$ cat config.mk
export PLATFORM = sky130hd
export DESIGN_NAME = dpb_regs
export DESIGN_NICKNAME = d
export VERILOG_FILES = /design/src/design/dpb_pkg.sv /design/src/design/dpb_regs.sv
export SDC_FILE = /design/constraint.sdc
export NUM_CORES = 1
export LEC_CHECK = 0
export BUFFER_PORTS_ARGS = -buffer_cell sky130_fd_sc_hd__buf_2
export CAP_MARGIN = 40
export CORE_UTILIZATION = 30
export DETAILED_ROUTE_END_ITERATION = 12
export PLACE_DENSITY_LB_ADDON = 0.05
export SYNTH_ARGS = -nofsm -noshare
export SYNTH_HDL_FRONTEND = slang
export SYNTH_SLANG_ARGS = --single-unit
$ cat constraint.sdc
create_clock -name clk -period 2.3 [get_ports clk]
set_input_delay 0.115 -clock clk [delete_from_list [all_inputs] [get_ports clk]]
set_output_delay 0.115 -clock clk [all_outputs]
set_load 0.005 [all_outputs]
$ cat src/design/dpb_pkg.sv
// Shared types and constants for the depth pixel back-projection block.
// No dependencies; imported by every module of the block.
`timescale 1ns / 1ps

package dpb_pkg;

    // Frame limits; a pixel at or beyond them gives no point.
    localparam logic [16:0] MAX_COLS = 17'd4096;
    localparam logic [16:0] MAX_ROWS = 17'd4096;

    // Register map, index = paddr[4:2]
    localparam logic [2:0] REG_DEPTH_SCALE_RECIP = 3'd0;
    localparam logic [2:0] REG_CENTER_X          = 3'd1;
    localparam logic [2:0] REG_CENTER_Y          = 3'd2;
    localparam logic [2:0] REG_FOCAL_X_RECIP     = 3'd3;
    localparam logic [2:0] REG_FOCAL_Y_RECIP     = 3'd4;

    localparam logic [23:0] RST_DEPTH_SCALE_RECIP = 24'd16777;
    localparam logic [19:0] RST_CENTER_X          = 20'd153992;
    localparam logic [19:0] RST_CENTER_Y          = 20'd94761;
    localparam logic [23:0] RST_FOCAL_X_RECIP     = 24'd25887;
    localparam logic [23:0] RST_FOCAL_Y_RECIP     = 24'd25887;

    typedef struct packed {
        logic [23:0] depth_scale_recip;
        logic [19:0] center_x;
        logic [19:0] center_y;
        logic [23:0] focal_x_recip;
        logic [23:0] focal_y_recip;
    } cfg_t;

    typedef struct packed {
        logic [7:0] red;
        logic [7:0] green;
        logic [7:0] blue;
    } color_t;

    typedef struct packed {
        logic [11:0] pixel_row;
        logic [11:0] pixel_col;
        logic [15:0] depth_value;
        color_t      color;
    } pixel_t;

    // Between depth stage and projection stage
    typedef struct packed {
        logic [31:0] point_z;
        logic [44:0] prod_x;   // |dx| * focal_x_recip
        logic [44:0] prod_y;   // |dy| * focal_y_recip
        logic        neg_x;
        logic        neg_y;
        color_t      color;
    } front_t;

    typedef struct packed {
        logic signed [47:0] point_x;
        logic signed [47:0] point_y;
        logic [31:0]        point_z;
        color_t             color;
    } result_t;

endpackage

$ cat src/design/dpb_regs.sv
// APB configuration register file for the back-projection block.
// Depends on dpb_pkg for the register map, reset values and cfg_t.
`timescale 1ns / 1ps

module dpb_regs (
    input  logic         clk,
    input  logic         rst_n,
    input  logic         psel,
    input  logic         penable,
    input  logic         pwrite,
    input  logic [4:0]   paddr,
    input  logic [31:0]  pwdata,
    output logic [31:0]  prdata,
    output logic         pready,
    output dpb_pkg::cfg_t cfg
);
    import dpb_pkg::*;

    cfg_t       cfg_reg;
    cfg_t       cfg_next;
    logic       wr_en;
    logic [2:0] idx;

    assign pready = 1'b1;
    assign idx    = paddr[4:2];
    assign wr_en  = psel && penable && pwrite && pready;
    assign cfg    = cfg_reg;

    always_comb
    begin
        cfg_next = cfg_reg;
        if (wr_en)
        begin
            unique case (idx)
                REG_DEPTH_SCALE_RECIP: cfg_next.depth_scale_recip = pwdata[23:0];
                REG_CENTER_X:          cfg_next.center_x          = pwdata[19:0];
                REG_CENTER_Y:          cfg_next.center_y          = pwdata[19:0];
                REG_FOCAL_X_RECIP:     cfg_next.focal_x_recip     = pwdata[23:0];
                REG_FOCAL_Y_RECIP:     cfg_next.focal_y_recip     = pwdata[23:0];
                default:               cfg_next = cfg_reg;
            endcase
        end
    end

    always_comb
    begin
        unique case (idx)
            REG_DEPTH_SCALE_RECIP: prdata = {8'd0, cfg_reg.depth_scale_recip};
            REG_CENTER_X:          prdata = {12'd0, cfg_reg.center_x};
            REG_CENTER_Y:          prdata = {12'd0, cfg_reg.center_y};
            REG_FOCAL_X_RECIP:     prdata = {8'd0, cfg_reg.focal_x_recip};
            REG_FOCAL_Y_RECIP:     prdata = {8'd0, cfg_reg.focal_y_recip};
            default:               prdata = 32'd0;
        endcase
    end

    always_ff @(posedge clk or negedge rst_n)
    begin
        if (!rst_n)
        begin
            cfg_reg.depth_scale_recip <= RST_DEPTH_SCALE_RECIP;
            cfg_reg.center_x          <= RST_CENTER_X;
            cfg_reg.center_y          <= RST_CENTER_Y;
            cfg_reg.focal_x_recip     <= RST_FOCAL_X_RECIP;
            cfg_reg.focal_y_recip     <= RST_FOCAL_Y_RECIP;
        end
        else
        begin
            cfg_reg <= cfg_next;
        end
    end

endmodule

Yosys cells after proc, flatten, opt, wreduce, memory -nomap -nowiden
Cells that the tools add are included.
- register bits after elaboration: 112
- output and inout bits: 145
- logic and storage cells: 18
- eq/ne operators: 4
- multiplexer cells: 1
- reduce and logical (&&, ||, !) cells: 8
- operator list (kind ; count):
    one-hot mux 24 bit (5 select lines) ; 1
    AND reduction 2 bit ; 5
    == test 3 x 2 -> 1 bit (second input constant) ; 2
    == test 3 x 1 -> 1 bit (second input constant) ; 1
    == test 3 bit (second input constant) ; 1
    zero test 3 bit ; 1
    logical AND 1 bit ; 2

Longest topological paths before layout
- word-level depth: 3
- mapped depth: 7

Worst setup path after synthesis
Ideal clock, no wire load.
- kind: input -> register
- start: in paddr[3]
- end: reg cfg_reg, in the netlist cfg[103]
- setup time: 0.125 ns
- arrival: 1.380 ns
- setup slack: 0.795 ns
- stages: 7
- path buffers: 4
- cell sequence: buf_4 or2_1 buf_6 or2_1 buf_6 buf_6 mux2_4
- cells in the longest elaborated chain, start to end: 2
- ends and longest elaborated chain (what ; line ; RTL):
    from (decl) ; dpb_regs.sv:11 ; input logic [4:0] paddr,
    zero test 3 bit ; dpb_regs.sv:34 ; unique case (idx)
    AND reduction 2 bit (no source line) ; n/a ;
    to (signal assigned) ; dpb_regs.sv:69 ; cfg_reg <= cfg_next;
    to (decl) ; dpb_regs.sv:19 ; cfg_t cfg_reg;
Every way passes these cells.
A chain may end at the register's enable or synchronous reset.

Worst setup path in the final report
- start: in paddr[3]
- end: out prdata[12]
- cells in the longest elaborated chain, start to end: 2
- elaborated cells on any way between the ends: 6
- ends and longest elaborated chain (what ; line ; RTL):
    == test 3 bit (tied with other cells) ; dpb_regs.sv:47 ; unique case (idx)
    one-hot mux 24 bit (5 select lines) * ; dpb_regs.sv:47 ;
    to (decl) ; dpb_regs.sv:13 ; output logic [31:0] prdata,
Mark *: on every way between the ends. The rest lies on a longest branch, timed or not.

==> flow_summary.ini <==
[critical_path]
cpPeakStageDelay_ns = 0.45
cp_cell_sequence = buf_2 > buf_4 > nor3b_2 > buf_4 > o2bb2ai_1 > a221o_1 > buf_2
crit_arrival_ns = 1.64
end_kind = primary output
path_class = in2out
start_kind = input pin
cpMaxStageDelayCell = buf_4
cp.required_ns = 2.18
cp_max_fo = 26

[route]
vias = 3517
drt_wl_total_um = 15000
drt_iter0_drc = 187
wl_per_cell_um = 20.2
vias_per_cell = 4.75
postRouteAntennaNets = 0
drcViolationCount = 0
drtPass1Iterations = 4

[yosys]
yosys.area_share.simple_pct = 1.94
yosys_warnings = 0
synth.avg_cell_area_um2 = 15.0
ys_async_sr_fraction_pct = 100
synth_area_um2 = 5170
synth-main-ff-cell = dfrtp_1
netlist_top_cells_count = mux2_2 (93), dfrtp_1 (74), dfstp_2 (38)
synth_xor_area_share_pct = 0
synth_top_area_share_pct = 35.8
synth_compound_area_share_pct = 7.96
synthMuxAreaShare_pct = 30.5
synth_cell_type_count = 25
synth_edf_count = 0
synth_top_area_cell = dfrtp_1
synth.most_common_cell = mux2_2
synth_top_family_by_area = multiplexers
yosysSeqAreaShare_pct = 55.1
synthCells = 345
synthAdderAreaFrac_pct = 0
yosys-top-cells-area = dfrtp_1 (36%), mux2_2 (20%), dfstp_2 (19%), mux2_4 (5.8%), mux2i_1 (4.5%)
synth_seq_cells = 112

[sta]
fin_ws_ns = 0.547
hold_violations = 0
finalCritPeriodShare_pct = 76.2
setup_tns_ns = 0
finalSetupViolCount = 0
slew_viol_final = 0
fmax_mhz = 570
holdWs_ns = 0.0314
slew_headroom_pct = 63.4
rsz0062_at_grt = false
period_minus_slack_ns = 1.75
finClkSkew_ns = 0
worst_pin_slew_ns = 0.549

[die]
die_w_um = 133
die_h_um = 133
core_area_um2 = 16700
dieArea_um2 = 17800
num_io_pins = 187
start_util_pct = 30.9
rows = 47

[clock_tree]
clock_path_buffers = 2
cts_tree = done
root_buffer = clkbuf_16
clk_pin_slew_ns = 0.07
clk_latency_ns = 0.34
cts_made_buffers = 9
h-tree-depth = 3
cts_num_sinks = 112
cts_resized = 0

[cells_and_area]
diodes = 0
largest_reg_flops = 112
area_growth_syn_to_layout_pct = 28.5
final_util_pct = 39.8
drive_gt1_share_pct = 68.9
nNetsFinal = 558

[job]
drv_cap = 0

[power]
comb_power_share_pct = 21.7
p_sw_share_pct = 26.4
p_seq_share_pct = 47.2
power_switching_uw = 1540
total_power_uw = 5840
p_int_uw = 4290
power_density_nw_per_um2 = 879
ir_drop_mv = 0.338
power_leakage_uw = 0.00328
p_clk_share_pct = 31.1

[global_route]
grt_pass1_vias = 3799
grt_use_total_pct = 17.6
gr-total-overflow = 0
grt_first_pass_wirelength_um = 23400
antenna_found_initial = 0
grt_max_degree = 46

[outcome]
outcome = finished, final reports clean

[hold_path]
hold_path_class = in2reg

[placed_design]
globalplace.congestion = 0.718
dp_slack_ns = 0.468
dp_hpwl_um = 10200
io_buffers = 167
==> cells by family after synthesis <==
family	Yosys count
and+or+nand+nor	16
AOI/OAI and AO/OA	45
other	2
muxes	136
DFF	112
buffers and inverters	34
==> cell usage in the layout (no fill, tap or decap), types with 2 or more instances in the layout <==
cell type / instances
nand2_1: 2
dfstp_2: 38
bufinv_16: 3
buf_12: 2
buf_2: 166
dfrtp_1: 74
buf_4: 17
conb_1: 9
mux2i_1: 23
clkbuf_16: 9
a221o_1: 19
mux2_4: 20
nor3b_2: 3
o2bb2ai_1: 23
mux2_2: 93
==> critical path: cells and delay by family <==
| family | cells | cell delay, ns |
|---|---|---|
| simple gates | 1 | 0.10 |
| compound gates | 2 | 0.45 |
| buf+inv | 4 | 0.96 |
==> through the flow <==
stage,instance area (um2),cells
4_1_cts,6640,741
3_3_place_gp,6270,723
3_5_place_dp,6280,724
6_report,6640,741
2_1_floorplan,5190,352
5_1_grt,6640,741
==> layout make-up <==
class                      count  area [um2]
timing repair buffer         187        1020
sequential                   112        2850
clock buffer                  11         243
multi-input combinational    206        2150
clock inverter                 5         104
fill                        1636       10100
tap                          220         275
==> path summary, 6_finish.rpt <==
path / startpoint / to / slack, ns / depth (start not counted)
worst max-delay path: paddr[3] / prdata[12] / 0.55 / 7
worst min-delay path: pwdata[21] / cfg[109]$_DFFE_PN0P_ / 0.03 / 2
worst max register to register: cfg[19]$_DFFE_PN0P_ / cfg[19]$_DFFE_PN0P_ / 1.51 / 1
worst min register to register: cfg[39]$_DFFE_PN0P_ / cfg[39]$_DFFE_PN0P_ / 0.54 / 1
max in group asynchronous: rst_n / cfg[85]$_DFFE_PN1P_ / 1.15 / 3
min in group asynchronous: rst_n / cfg[103]$_DFFE_PN0P_ / 0.29 / 2
==> power groups by stage <==
stage               clock network (uW)  logic [uW]  registers [uW]
floorplan                            0         594            2780
global placement                     0        1280            2780
detailed placement                   0        1290            2800
CTS                               1890        1290            2770
global route                      1980        1390            2830
finish                            1810        1270            2760
==> metal layers <==
layer  routed length, um  GRT usage (%)
met5                   0              0
met4                 180           5.81
met3                 831           4.00
met2                7240           28.2
met1                6750           23.5
==> timing repair <==
action                                 in CTS  in global routing
endpoints found under the hold margin      30                  0
hold buffers                                1                  0
setup buffers                               0                  0
(Power assumes the default switching activity.)
