[src/design/dpb_pkg.sv]
// Shared types and constants for the depth pixel back-projection block.
// No dependencies; imported by every module of the block.
`timescale 1ns / 1ps

package dpb_pkg;

    // Frame limits; a pixel at or beyond them gives no point.
    localparam logic [16:0] MAX_COLS = 17'd4096;
    localparam logic [16:0] MAX_ROWS = 17'd4096;

    // Register map, index = paddr[4:2]
    localparam logic [2:0] REG_DEPTH_SCALE_RECIP = 3'd0;
    localparam logic [2:0] REG_CENTER_X          = 3'd1;
    localparam logic [2:0] REG_CENTER_Y          = 3'd2;
    localparam logic [2:0] REG_FOCAL_X_RECIP     = 3'd3;
    localparam logic [2:0] REG_FOCAL_Y_RECIP     = 3'd4;

    localparam logic [23:0] RST_DEPTH_SCALE_RECIP = 24'd16777;
    localparam logic [19:0] RST_CENTER_X          = 20'd153992;
    localparam logic [19:0] RST_CENTER_Y          = 20'd94761;
    localparam logic [23:0] RST_FOCAL_X_RECIP     = 24'd25887;
    localparam logic [23:0] RST_FOCAL_Y_RECIP     = 24'd25887;

    typedef struct packed {
        logic [23:0] depth_scale_recip;
        logic [19:0] center_x;
        logic [19:0] center_y;
        logic [23:0] focal_x_recip;
        logic [23:0] focal_y_recip;
    } cfg_t;

    typedef struct packed {
        logic [7:0] red;
        logic [7:0] green;
        logic [7:0] blue;
    } color_t;

    typedef struct packed {
        logic [11:0] pixel_row;
        logic [11:0] pixel_col;
        logic [15:0] depth_value;
        color_t      color;
    } pixel_t;

    // Between depth stage and projection stage
    typedef struct packed {
        logic [31:0] point_z;
        logic [44:0] prod_x;   // |dx| * focal_x_recip
        logic [44:0] prod_y;   // |dy| * focal_y_recip
        logic        neg_x;
        logic        neg_y;
        color_t      color;
    } front_t;

    typedef struct packed {
        logic signed [47:0] point_x;
        logic signed [47:0] point_y;
        logic [31:0]        point_z;
        color_t             color;
    } result_t;

endpackage

[src/design/dpb_depth_stage.sv]
// Front pipeline stages 1-2: pixel filter, depth scaling, center offsets
// and focal reciprocal products. Depends on dpb_pkg.
`timescale 1ns / 1ps

module dpb_depth_stage (
    input  logic            clk,
    input  logic            rst_n,
    input  dpb_pkg::cfg_t   cfg,
    input  logic            in_valid,
    output logic            in_ready,
    input  dpb_pkg::pixel_t in_pix,
    output logic            out_valid,
    input  logic            out_ready,
    output dpb_pkg::front_t out_data
);
    import dpb_pkg::*;

    // stage 1
    logic        s1_valid_reg, s1_valid_next;
    logic        s1_ready;
    logic [39:0] prod_z_reg, prod_z_next;
    logic [20:0] mag_x_reg, mag_x_next;
    logic [20:0] mag_y_reg, mag_y_next;
    logic        neg_x_reg, neg_x_next;
    logic        neg_y_reg, neg_y_next;
    color_t      color_reg;
    logic        keep;
    logic [20:0] dx;
    logic [20:0] dy;

    // stage 2
    logic        s2_valid_reg, s2_valid_next;
    logic        s2_ready;
    front_t      s2_reg, s2_next;
    logic [40:0] z_sum;

    assign s2_ready  = !s2_valid_reg || out_ready;
    assign s1_ready  = !s1_valid_reg || s2_ready;
    assign in_ready  = s1_ready;
    assign out_valid = s2_valid_reg;
    assign out_data  = s2_reg;

    always_comb
    begin
        keep = (in_pix.depth_value != 16'd0)
            && ({5'd0, in_pix.pixel_row} < MAX_ROWS)
            && ({5'd0, in_pix.pixel_col} < MAX_COLS);
        s1_valid_next = s1_ready ? (in_valid && keep) : s1_valid_reg;

        prod_z_next = 40'(in_pix.depth_value) * 40'(cfg.depth_scale_recip);
        // offsets in Q.8 pixels, 21-bit two's complement
        dx = {1'b0, in_pix.pixel_col, 8'd0} - {1'b0, cfg.center_x};
        dy = {1'b0, in_pix.pixel_row, 8'd0} - {1'b0, cfg.center_y};
        mag_x_next = dx[20] ? (21'd0 - dx) : dx;
        mag_y_next = dy[20] ? (21'd0 - dy) : dy;
        neg_x_next = dx[20];
        neg_y_next = !dy[20];          // y axis points up
    end

    always_comb
    begin
        s2_valid_next = s2_ready ? s1_valid_reg : s2_valid_reg;
        z_sum = {1'b0, prod_z_reg} + 41'd128;     // round Q.24 to Q.16
        s2_next.point_z = z_sum[39:8];
        s2_next.prod_x  = 45'(mag_x_reg) * 45'(cfg.focal_x_recip);
        s2_next.prod_y  = 45'(mag_y_reg) * 45'(cfg.focal_y_recip);
        s2_next.neg_x   = neg_x_reg;
        s2_next.neg_y   = neg_y_reg;
        s2_next.color   = color_reg;
    end

    always_ff @(posedge clk or negedge rst_n)
    begin
        if (!rst_n)
        begin
            s1_valid_reg <= 1'b0;
            s2_valid_reg <= 1'b0;
        end
        else
        begin
            s1_valid_reg <= s1_valid_next;
            s2_valid_reg <= s2_valid_next;
        end
    end

    always_ff @(posedge clk)
    begin
        if (s1_ready)
        begin
            prod_z_reg <= prod_z_next;
            mag_x_reg  <= mag_x_next;
            mag_y_reg  <= mag_y_next;
            neg_x_reg  <= neg_x_next;
            neg_y_reg  <= neg_y_next;
            color_reg  <= in_pix.color;
        end
        if (s2_ready)
        begin
            s2_reg <= s2_next;
        end
    end

    // dropped pixels never occupy the pipe
    a_drop_zero: assert property (@(posedge clk) disable iff (!rst_n)
        in_valid && in_ready && (in_pix.depth_value == 16'd0) |=> !s1_valid_reg)
        else $error("zero-depth pixel entered the pipeline");

    a_s1_hold: assert property (@(posedge clk) disable iff (!rst_n)
        s1_valid_reg && !s2_ready |=> s1_valid_reg && $stable(prod_z_reg))
        else $error("stage 1 lost data during a stall");

    a_mag_range: assert property (@(posedge clk) disable iff (!rst_n)
        s1_valid_reg |-> (mag_x_reg <= 21'h100000) && (mag_y_reg <= 21'h100000))
        else $error("offset magnitude out of range");

endmodule

[config.mk]
export PLATFORM = sky130hd
export DESIGN_NAME = dpb_depth_stage
export DESIGN_NICKNAME = d
export VERILOG_FILES = /design/src/design/dpb_pkg.sv /design/src/design/dpb_depth_stage.sv
export SDC_FILE = /design/constraint.sdc
export NUM_CORES = 2
export LEC_CHECK = 0
export ABC_AREA = 1
export BUFFER_PORTS_ARGS = -buffer_cell sky130_fd_sc_hd__buf_2
export CAP_MARGIN = 20
export CORE_MARGIN = 1.5
export CORE_UTILIZATION = 65
export CTS_CLUSTER_DIAMETER = 200
export CTS_CLUSTER_SIZE = 24
export DETAILED_ROUTE_END_ITERATION = 10
export PLACE_DENSITY = 0.84
export SYNTH_ARGS = -nofsm -noshare
export SYNTH_HDL_FRONTEND = slang
export SYNTH_SLANG_ARGS = --single-unit
[constraint.sdc]
create_clock -name clk -period 7.95 [get_ports clk]
set_input_delay 0.795 -clock clk [delete_from_list [all_inputs] [get_ports clk]]
set_output_delay 0.795 -clock clk [all_outputs]
set_load 0.01 [all_outputs]
== Word-level counts from Yosys, hierarchy flattened ==
Index checks and enable logic that the tools add are counted.

* Bits in registers: 258
* Input port bits: 180
* Output and inout bits: 150
* Word-level logic and storage cells: 37

* Add/subtract/negate cells: 5
* $mul: 3
* Muxes and demuxes: 2
* Reductions and logical operators: 7

{| class="wikitable"
|+ Operators by type and width
! cell !! count
|-
| 21-bit by 24-bit multiplier with 45-bit output || 2
|-
| 1-bit by 21-bit subtractor with 21-bit output (first input constant) || 2
|-
| 20-bit by 20-bit subtractor with 21-bit output || 2
|-
| 40-bit by 8-bit adder with 40-bit output (second input constant) || 1
|-
| 16-bit by 24-bit multiplier with 40-bit output || 1
|-
| 20-bit 2-to-1 mux || 2
|-
| 16-bit nonzero test || 1
|-
| 1-bit logical NOT || 3
|-
| 1-bit logical OR || 2
|-
| 1-bit logical AND || 1
|}

== Depth between registers and ports, before layout ==
* Depth after elaboration: 3
* Gate-level depth with buffers: 28
* Mapped depth without buffers: 27

== Least setup slack after synthesis ==
OpenSTA, ideal clock, no wires.

* Path type: input to register
* Start: input port cfg[19] (netlist bit)
* End: register s2_reg (netlist bit out_data[65]) (data pin)
* Library setup time: 0.260 ns
* Arrival time: 6.101 ns
* Data required time: 7.690 ns
* Slack: 1.589 ns
* Stages: 22
* Path buffers: 1
* Cell sequence: clkbuf_1 -> nand2_1 -> fa_1 -> inv_1 -> fa_1 -> inv_1 -> fa_1 -> inv_1 -> fa_1 -> fa_1 -> fa_1 -> inv_1 -> fa_1 -> inv_1 -> ha_1 -> nand2_1 -> nor2_1 -> inv_1 -> nor4_1 -> nand4_1 -> nand3_1 -> xor2_1

{| class="wikitable"
|+ RTL lines
! item !! RTL line !! text
|-
| start: declaration || dpb_depth_stage.sv:8 || <nowiki>input dpb_pkg::cfg_t cfg,</nowiki>
|-
| end signal: assignment || dpb_depth_stage.sv:99 || <nowiki>s2_reg <= s2_next;</nowiki>
|-
| end: declaration || dpb_depth_stage.sv:34 || <nowiki>front_t s2_reg, s2_next;</nowiki>
|}

==> results.cfg <==
[status]
status = finished, final reports clean

[sta]
setup_viol = 0
finalHoldViolCount = 0
worstMarginPinSlew_ns = 1.226
report.final.slew_viol_count = 0
relSlewSlack_pct = 18.30
rsz0062_at_grt = no
skew_ns = 0.04144
setup_tns_ns = 0
fin_crit_ns = 7.295
max_freq_mhz = 137.1
min_period_over_period_pct = 91.76

[clocking]
clock_latency_ns = 0.57
postCtsSetupRepairBufs = 0
cts-root-buf = clkbuf_16
tritoncts = built
clk_pin_slew_worst_paths_ns = 0.12
clock_sinks = 251
cts_buffers = 15
clockBufferDepth = 3
htree_num_levels = 1

[global_routing]
busiest_layer = met2
grt_util_all_layers_pct = 36.10
grt_use_met2_pct = 59.16
antenna_found_initial = 7
grt_max_degree = 68
gr-usage-met3_pct = 8.134
grt_pass1_vias = 50450
grt-ovfl-total = 0
met1_usage_pct = 47.72
grt_pass1_wl_um = 263500

[finish]
drive_gt1_share_pct = 5.796
fin_nets = 9312
syn2layout_area_growth_pct = 5.070
largest_reg_flops = 148

[floorplanning]
dieArea_um2 = 92520
start_util_pct = 65.60
die_h_um = 304.2
ios = 330
die_x_um = 304.2
core_area_um2 = 89870
num_rows = 110

[synth]
synth_top_area_cell = fa_1
synth-seq-cells = 251
netlist_top_cells_count = 2167 x inv_1, 2051 x nand2_1, 1135 x fa_1
synth_top_family_by_area = adder cells
synth.net_count = 9200
yosys.area_share.adder_pct = 48.00
mappedNetlistArea_um2 = 58960
syn_inst = 7439
synthFlopType = edfxtp_1
synth_edf_count = 249
yosysMostFrequentCell = inv_1
synth-simple-area-share_pct = 17.85
synth-compound-area-share_pct = 3.438
synth-warning-count = 0
synth_xor_area_share_pct = 2.349
synth_top_area_share_pct = 38.54
ys_types = 50
seq_area_frac_synth_pct = 12.77
synthMuxAreaShare_pct = 0
synth.area.top_cells = fa_1 39%, inv_1 14%, nand2_1 13%
async_reset_ff_share_pct = 0.7968
syn_area_per_cell_um2 = 7.926

[worst_setup_path]
crit_family = adder cells
rr_startpoint = mag_y_reg[6]
crit_slowest_cell = edfxtp_1
max_stage_delay_ns = 1.16
crit_chain = nand2_1 -> fa_1 -> inv_1 -> fa_1 -> inv_1 -> fa_1 -> inv_1 -> fa_1 -> fa_1 -> fa_1 -> inv_1 -> fa_1 -> inv_1 -> ha_1 -> nand2_1 -> nor2_1 -> inv_1 -> nor4_1 -> nand4_1 -> nand3_1 -> xor2_1
path_class = reg -> reg
start_kind = flop
worst_setup_path_end_kind = flop
reg2reg_slack_ns = 0.66
crit_top_cell = fa_1
path_max_fanout = 24
critPathBufInv = 6
required_ns = 8.27
cp.arrival_ns = 7.62
crit_start = mag_y_reg[6]

[route]
vias = 47730
wl_per_cell_um = 18.64
drc_errors = 0
routed_wl_um = 162900
drt_iter0_markers = 4178
firstDrtPassIters = 7
vias_per_cell = 5.463
antenna_left = 0

[placement]
post-dp-hpwl_um = 133100
io_buffers = 329
gp_congestion = 0.9885

[worst_hold_path]
hp-class = in -> reg
hp-start = in_pix[7]

[flow_run]
drv_cap = 0
==> final timing paths <==
kind | endpoint | cells after the start
max in group asynchronous | out_valid | 2
max | out_data[65] | 21
min reg2reg | out_data[8] | 0
min in group asynchronous | s1_valid_reg | 2
min | color_reg[7] | 1
max reg2reg | out_data[65] | 21
==> cell families after synthesis <==
logic type	count (synthesis)
AO/OA/AOI/OAI	359
XOR/XNOR	156
AND/OR/NAND/NOR	2644
flip-flops	251
adder cells (fa/ha/maj)	1581
buffers and inverters	2448
==> placed cells by master, fill, tap and decap left out, drive strengths merged, types with 2 or more instances in the layout <==
cell type	n
a21boi	12
fa	1135
edfxtp	249
o21bai	13
clkbuf	19
a21o	22
and3	6
o21ai	97
a211oi	6
nand2	2060
o31ai	2
nand3b	13
nand3	148
and2	2
nor2	325
o21a	8
or2	2
ha	446
nor4	11
o31a	2
buf	369
diode	4
nand4	34
xnor2	47
dfrtp	2
o2111ai	3
o211ai	4
nor3	43
inv	2176
a31oi	16
a21oi	171
xor2	109
==> layer usage <==
layer | share of wire, % | vias up
met5 | 0.055 | -
met4 | 3.8 | 6
met3 | 11 | 475
met2 | 47 | 2605
met1 | 38 | 23050
li1 | - | 21600
==> cell type report <==
cell class	count	area, µm²
Clock buffer	19	390.4
Sequential cell	251	7527
Clock inverter	4	58.81
Tap cell	1176	1471
Antenna cell	4	10.01
Multi-Input combinational cell	4740	42260
Timing Repair Buffer	370	2077
Inverter	2173	8157
Fill cell	7204	27930
==> per-stage QoR <==
| stage | setup slack [ns] | hold slack [ns] | util, % | area, µm² | instances |
|---|---|---|---|---|---|
| detailed placement | 0.6958 | 0.4061 | 68.25 | 61340 | 8704 |
| global route | 0.4478 | 0.3640 | 68.92 | 61940 | 8735 |
| floorplan | 1.589 | 0.4003 | - | 58960 | 7439 |
| CTS | 0.8391 | 0.3482 | 68.76 | 61800 | 8728 |
| finish | 0.6553 | 0.3864 | 68.93 | 61950 | 8737 |
| global placement | 0.5402 | 0.4002 | 68.22 | 61310 | 8703 |
==> timing repair <==
item	in CTS	in global routing
hold endpoints to repair	2	0
gates resized for setup	0	0
endpoints found under the setup margin	0	0
hold buffers	1	0
Power is left out: the tool's default activity adds up to more than one toggle a clock period on the data nets, which glitch-free logic cannot reach.
